File: src/rtl/core/rsm_pkg.sv
// Shared package for the reservoir sampler core.
// Holds the sizes, the hash constants, the controller state and the command and status types.
// No dependencies.
`timescale 1ns / 1ps

package rsm_pkg;

    // Reservoir size and the widths that follow from it.
    localparam int unsigned CAPACITY = 4096;
    localparam int unsigned ADDR_W   = $clog2(CAPACITY);
    localparam int unsigned FILL_W   = $clog2(CAPACITY + 1);

    // Field widths of one transaction.
    localparam int unsigned COUNT_W = 64;
    localparam int unsigned SLOT_W  = 12;
    localparam int unsigned WORD_W  = 64;
    localparam int unsigned LAB_W   = 16;

    // Stream data widths, rounded up to whole bytes.
    localparam int unsigned IN_DATA_W  = ((SLOT_W + WORD_W + LAB_W + 1 + 7) / 8) * 8;
    localparam int unsigned OUT_DATA_W =
        ((1 + SLOT_W + COUNT_W + 1 + WORD_W + LAB_W + 1 + 7) / 8) * 8;

    // Iteration counter for the bit-serial multiply and remainder.
    localparam int unsigned STEP_W = $clog2(COUNT_W);
    localparam logic [STEP_W-1:0] LAST_STEP = STEP_W'(COUNT_W - 1);

    // SplitMix64 finalizer constants.
    localparam logic [COUNT_W-1:0] MIX_GOLDEN = 64'h9e37_79b9_7f4a_7c15;
    localparam logic [COUNT_W-1:0] MIX_C1     = 64'hbf58_476d_1ce4_e5b9;
    localparam logic [COUNT_W-1:0] MIX_C2     = 64'h94d0_49bb_1331_11eb;

    // Controller states.
    typedef enum logic [3:0] {
        S_IDLE,
        S_START,
        S_CHECK,
        S_MUL1,
        S_PREP2,
        S_MUL2,
        S_PREP3,
        S_MOD,
        S_FINISH
    } t_state;

    // Datapath operations issued by the controller.
    typedef enum logic [3:0] {
        DP_NOP,
        DP_CAPTURE,
        DP_INC,
        DP_DIRECT,
        DP_PREP1,
        DP_PREP2,
        DP_PREP3,
        DP_MUL,
        DP_MOD,
        DP_READ,
        DP_FINISH
    } t_dp_op;

    typedef struct packed {
        t_dp_op op;
    } t_dp_cmd;

    typedef struct packed {
        logic mode;     // captured transaction is a read-back
        logic filling;  // offer count is still within the reservoir size
    } t_dp_status;

endpackage

File: src/rtl/core/rsm_ctrl.sv
// Controller state machine of the reservoir sampler core.
// Sequences capture, read-back, direct fill, hashing, remainder and result load; depends on rsm_pkg.
`timescale 1ns / 1ps

module rsm_ctrl (
    input  logic                i_clk,
    input  logic                i_rst_n,
    input  logic                i_s_tvalid,
    output logic                o_s_tready,
    output logic                o_m_tvalid,
    input  logic                i_m_tready,
    input  rsm_pkg::t_dp_status i_status,
    output rsm_pkg::t_dp_cmd    o_cmd
);
    import rsm_pkg::*;

    t_state            r_state, n_state;
    logic [STEP_W-1:0] r_step, n_step;
    logic              r_out_valid, n_out_valid;
    logic              out_free;

    // The output register can take a new result when empty or being drained.
    assign out_free = !r_out_valid || i_m_tready;

    // State, iteration counter and output valid registers.
    always_ff @(posedge i_clk) begin
        if (!i_rst_n) begin
            r_state     <= S_IDLE;
            r_step      <= '0;
            r_out_valid <= 1'b0;
        end else begin
            r_state     <= n_state;
            r_step      <= n_step;
            r_out_valid <= n_out_valid;
        end
    end

    // Next state and datapath commands.
    always_comb begin
        n_state    = r_state;
        n_step     = '0;
        o_cmd.op   = DP_NOP;
        o_s_tready = 1'b0;
        unique case (r_state)
            S_IDLE: begin
                o_s_tready = 1'b1;
                if (i_s_tvalid) begin
                    o_cmd.op = DP_CAPTURE;
                    n_state  = S_START;
                end
            end
            S_START: begin
                if (i_status.mode) begin
                    o_cmd.op = DP_READ;
                    n_state  = S_FINISH;
                end else begin
                    o_cmd.op = DP_INC;
                    n_state  = S_CHECK;
                end
            end
            S_CHECK: begin
                if (i_status.filling) begin
                    o_cmd.op = DP_DIRECT;
                    n_state  = S_FINISH;
                end else begin
                    o_cmd.op = DP_PREP1;
                    n_state  = S_MUL1;
                end
            end
            S_MUL1: begin
                o_cmd.op = DP_MUL;
                n_step   = r_step + 1'b1;
                if (r_step == LAST_STEP) begin
                    n_step  = '0;
                    n_state = S_PREP2;
                end
            end
            S_PREP2: begin
                o_cmd.op = DP_PREP2;
                n_state  = S_MUL2;
            end
            S_MUL2: begin
                o_cmd.op = DP_MUL;
                n_step   = r_step + 1'b1;
                if (r_step == LAST_STEP) begin
                    n_step  = '0;
                    n_state = S_PREP3;
                end
            end
            S_PREP3: begin
                o_cmd.op = DP_PREP3;
                n_state  = S_MOD;
            end
            S_MOD: begin
                o_cmd.op = DP_MOD;
                n_step   = r_step + 1'b1;
                if (r_step == LAST_STEP) begin
                    n_step  = '0;
                    n_state = S_FINISH;
                end
            end
            S_FINISH: begin
                if (out_free) begin
                    o_cmd.op = DP_FINISH;
                    n_state  = S_IDLE;
                end
            end
            default: begin
                n_state = S_IDLE;
            end
        endcase
    end

    // Output valid sets on a result load and clears when the receiver takes the result.
    always_comb begin
        if (o_cmd.op == DP_FINISH) begin
            n_out_valid = 1'b1;
        end else if (i_m_tready) begin
            n_out_valid = 1'b0;
        end else begin
            n_out_valid = r_out_valid;
        end
    end

    assign o_m_tvalid = r_out_valid;

`ifndef SYNTHESIS
    // A result is never loaded over one that is still waiting.
    a_finish_free: assert property (@(posedge i_clk) disable iff (!i_rst_n)
        (o_cmd.op == DP_FINISH) |-> (!r_out_valid || i_m_tready))
        else $error("result loaded over a waiting result");

    // The iteration counter runs only inside the serial phases.
    a_step_idle: assert property (@(posedge i_clk) disable iff (!i_rst_n)
        (r_state != S_MUL1 && r_state != S_MUL2 && r_state != S_MOD) |-> (r_step == '0))
        else $error("iteration counter active outside serial phase");

    // A captured transaction always leaves the idle state next.
    a_capture_leaves: assert property (@(posedge i_clk) disable iff (!i_rst_n)
        (o_cmd.op == DP_CAPTURE) |=> (r_state == S_START))
        else $error("capture did not start processing");
`endif

endmodule

File: config.mk
export PLATFORM = sky130hd
export DESIGN_NAME = rsm_ctrl
export DESIGN_NICKNAME = d
export VERILOG_FILES = /design/src/rtl/core/rsm_pkg.sv /design/src/rtl/core/rsm_ctrl.sv
export SDC_FILE = /design/constraint.sdc
export NUM_CORES = 1
export LEC_CHECK = 0
export ABC_AREA = 1
export BUFFER_PORTS_ARGS = -buffer_cell sky130_fd_sc_hd__buf_2
export CORE_AREA = 2 2 39 41
export DETAILED_ROUTE_END_ITERATION = 7
export DIE_AREA = 0 0 41 43
export PLACE_DENSITY = 0.79
export SKIP_LAST_GASP = 1
export SLEW_MARGIN = 20
export SYNTH_ARGS = -nofsm -noshare
export SYNTH_HDL_FRONTEND = slang
export SYNTH_SLANG_ARGS = --single-unit
File: constraint.sdc
create_clock -name i_clk -period 2.73 [get_ports i_clk]
set_input_delay 0.546 -clock i_clk [delete_from_list [all_inputs] [get_ports i_clk]]
set_output_delay 0.546 -clock i_clk [all_outputs]
set_load 0.005 [all_outputs]
# Word level (Yosys, flattened, before mapping)
# Cells that the tools add are included.
# classes
addsub	1
n_eq_ne	15
muxes	16
bitwise_logic	2
n_reduce_logical	8
# ops
op	count
two-way mux 4 bit	9
one-hot mux 4 bit (9 select lines)	1
one-hot mux 4 bit (8 select lines)	1
equality test 4 x 3 -> 1 bit (second input constant)	4
inequality test 2 bit (second input constant)	5
equality test 4 x 2 -> 1 bit (second input constant)	2
equality test 4 bit (second input constant)	2
adder 6 x 1 -> 6 bit (second input constant)	1
equality test 6 bit (second input constant)	1
OR reduction 3 bit	2
AND reduction 5 bit	1
equality test 4 x 1 -> 1 bit (second input constant)	1
logical NOT 4 bit	1
two-way mux 1 bit	4
two-way mux 3 bit	1
inverter 1 bit	2
nonzero test 2 bit	1
OR reduction 2 bit	1
logical NOT 1 bit	1
logical OR 1 bit	1
# word_totals
reg_bits	11
in_bits	6
out_inout_bits	6
wordCells	45

# Logic depth before layout (Yosys ltp)
# depth
word_depth	6
depth_mapped	9
ltp_nobuf	9

# Worst setup path before layout
# Ideal clock, no wire load.
# synth_timing
kind	input port to output port
startpoint	input i_m_tready
endpoint	output o_cmd[1] in the netlist's numbering
arrival_time_ns	0.918
required_time_ns	2.184
slack_ns	1.266
cell_stages	4
n_path_buf	0
path_cell_list	nor2_1 inv_1 nand3_1 nand4_1
# synth_rtl
item	line_no	rtl
start, declared	rsm_ctrl.sv:11	input logic i_m_tready,
end, declared	rsm_ctrl.sv:13	output rsm_pkg::t_dp_cmd o_cmd

==> results.cfg <==
[run_status]
status = finished, final reports clean

[worst_setup_path]
crit_type = flip-flop to output pin
endpoint = o_cmd[0]
r2r-start = r_step[0]
path_max_fanout = 7
ff2ff_path_depth = 8
cp-end-kind = output pin
reg2reg_slack_ns = 1.40
rr_endpoint = r_state[0]
required_ns = 2.18
cp_data_arrival_time_ns = 1.42
cp-startpoint = r_state[2]
cp-start-kind = flip-flop

[clocking]
cts_tree = built
insertion_delay_ns = 0.26
cts_setup_buffers = 0
cts_sinks = 11
cts-htree-levels = 1
clock_path_buffers = 2
numCtsBuffers = 3
hold_buffers = 0
cts_resized = 0
clk_pin_slew_ns = 0.07
root_buffer = clkbuf_4

[synth]
yosys_warnings = 0
synth_compound_area_share_pct = 5.019
synthMuxAreaShare_pct = 0
synth_xor_area_share_pct = 3.903
post_synth_and_or_nand_nor_area_fraction_pct = 46.84
syn_nets = 105
synth_cell_types = 22
seq_area_frac_synth_pct = 32.71
synth_top_area_share_pct = 32.71
synth-adder-area-share_pct = 1.859
syn_area_um2 = 673.1
synth_top_area_cell = dfxtp_1
avgSynthCellArea_um2 = 6.869
syn_inst = 98
synth_top_family_by_area = simple AND/OR/NAND/NOR gates
synth-seq-cells = 11
synth.area.top_cells = dfxtp_1, nand3_1, nand2_1

[hold_path]
min_path_type = flip-flop to flip-flop

[sta]
relSlewSlack_pct = 79.69
setup_viol = 0
tightest_slew_ns = 0.3044
rsz0062_at_grt = false
tns_ns = 0
post-route-period-util_pct = 72.02
final-hold-violation-count = 0
max_freq_mhz = 508.6
min_period_ns = 1.966
skew_ns = 0.0008461
holdWs_ns = 0.4595
slew_viol_final = 0

[finish]
drive_gt1_share_pct = 27.43
nets = 121
insertedDiodeCount = 0
area_growth_pct = 15.06
finish.instance_area_um2 = 774.5
stdcell_count = 129

[route]
drc = 0
wire_per_inst_um = 9.279
via_per_inst = 4.907
ant_nets = 0
met3WireLength_um = 51
first_iter_violations = 10
drt_first_pass_iters = 4
top_layer = met4
m1WireLength_um = 564
wirelength_um = 1197
met2_length_um = 569
vias = 633

[power]
vdd_drop_max_v = 0.0004036
finalPower_uw = 623.1
leakagePower_nw = 0.4044
power_density_mw_per_mm2 = 804.5

[floorplan]
core_mm2 = 0.001384
ioPinCount = 12
die_width_um = 41
fp.dieH_um = 43
die_area_mm2 = 0.001763
rows = 14
start_util_pct = 48.64

[placement]
gp_congestion = 0.6988
portBuffers = 11
placed_cell_area_um2 = 748.2
dp_cells = 125
place_hpwl_um = 983.7

[global_routing]
antenna_found_initial = 0
grt_pass1_vias = 541
gr-usage-all-layers_pct = 16.78
grt-ovfl-total = 0
grt_pass1_wl_um = 2035
grt_max_degree = 8

[job]
maxCapViolCount = 0
cell usage after synthesis (all sizes together):
cell / number
a21oi: 4
and3: 1
clkinv: 1
dfxtp: 11
ha: 1
inv: 16
nand2: 21
nand3: 15
nand3b: 2
nand4: 2
nor2: 18
nor3: 1
o2111ai: 1
o21ai: 1
xnor2: 1
xor2: 2
report_power, final:
group,leakage [nW],internal [mW],switching [mW],total [mW]
logic,0.300,0.124,0.186,0.310
registers,0.0894,0.183,0.0224,0.205
clock network,0.0150,0.0565,0.0510,0.107
worst max-delay path, cell delays in order (launching register included):
cell,delay (ns)
dfxtp_1,0.34
nor2_2,0.28
nand2_2,0.13
and3_1,0.20
o2111ai_1,0.06
buf_2,0.14
kinds of logic after synthesis:
logic type               after synthesis
AO/OA/AOI/OAI                          6
XOR/XNOR                               3
adder cells (fa/ha/maj)                1
buffers and inverters                 17
flip-flops                            11
AND/OR/NAND/NOR                       60
worst min path at each step:
stage / start / to / slack, ns / depth (start not counted)
3_3_place_gp: r_step[0] / r_step[0] / 0.44 / 1
4_1_cts: r_step[0] / r_step[0] / 0.46 / 1
3_5_place_dp: r_step[0] / r_step[0] / 0.45 / 1
6_report: r_step[0] / r_step[0] / 0.46 / 1
2_1_floorplan: r_step[0] / r_step[0] / 0.43 / 1
5_1_grt: r_step[0] / r_step[0] / 0.48 / 1
cells in the final DEF, fill, tap and decap left out, drive strengths merged:
| cell type | count |
|---|---|
| nand2 | 21 |
| nor2 | 18 |
| inv | 16 |
| nand3 | 15 |
| buf | 11 |
| dfxtp | 11 |
| a21oi | 4 |
| clkbuf | 4 |
| nand4 | 2 |
| nand3b | 2 |
| xor2 | 2 |
| and3 | 1 |
| o2111ai | 1 |
| clkinv | 1 |
| nor3 | 1 |
| o21ai | 1 |
| xnor2 | 1 |
| ha | 1 |
per-layer routing:
metal	GRT usage, %	vias to the layer above
met5	0	-
met4	12.00	0
met3	1.571	2
met2	26.56	10
met1	19.74	276
li1	-	345
per-stage QoR:
stage	utilization, %	setup slack (ns)
floorplan	-	1.266
global placement	54.07	1.031
detailed placement	54.07	1.018
CTS	55.97	0.7620
global route	55.97	0.6595
finish	55.97	0.7640
final cells by class:
class                           count  area [um^2]
Timing Repair Buffer               11        55.05
Multi-Input combinational cell     70        387.9
Sequential cell                    11        220.2
Fill cell                         145        609.3
Inverter                           17        65.06
Tap cell                           16        20.02
Clock buffer                        4        26.28
sequential cells by signal, summed over array words and instances, names as in the netlist:
signal,count
r_step,6
r_state,4
o_m_tvalid,1
No activity file was read; power rests on OpenSTA's default activity.
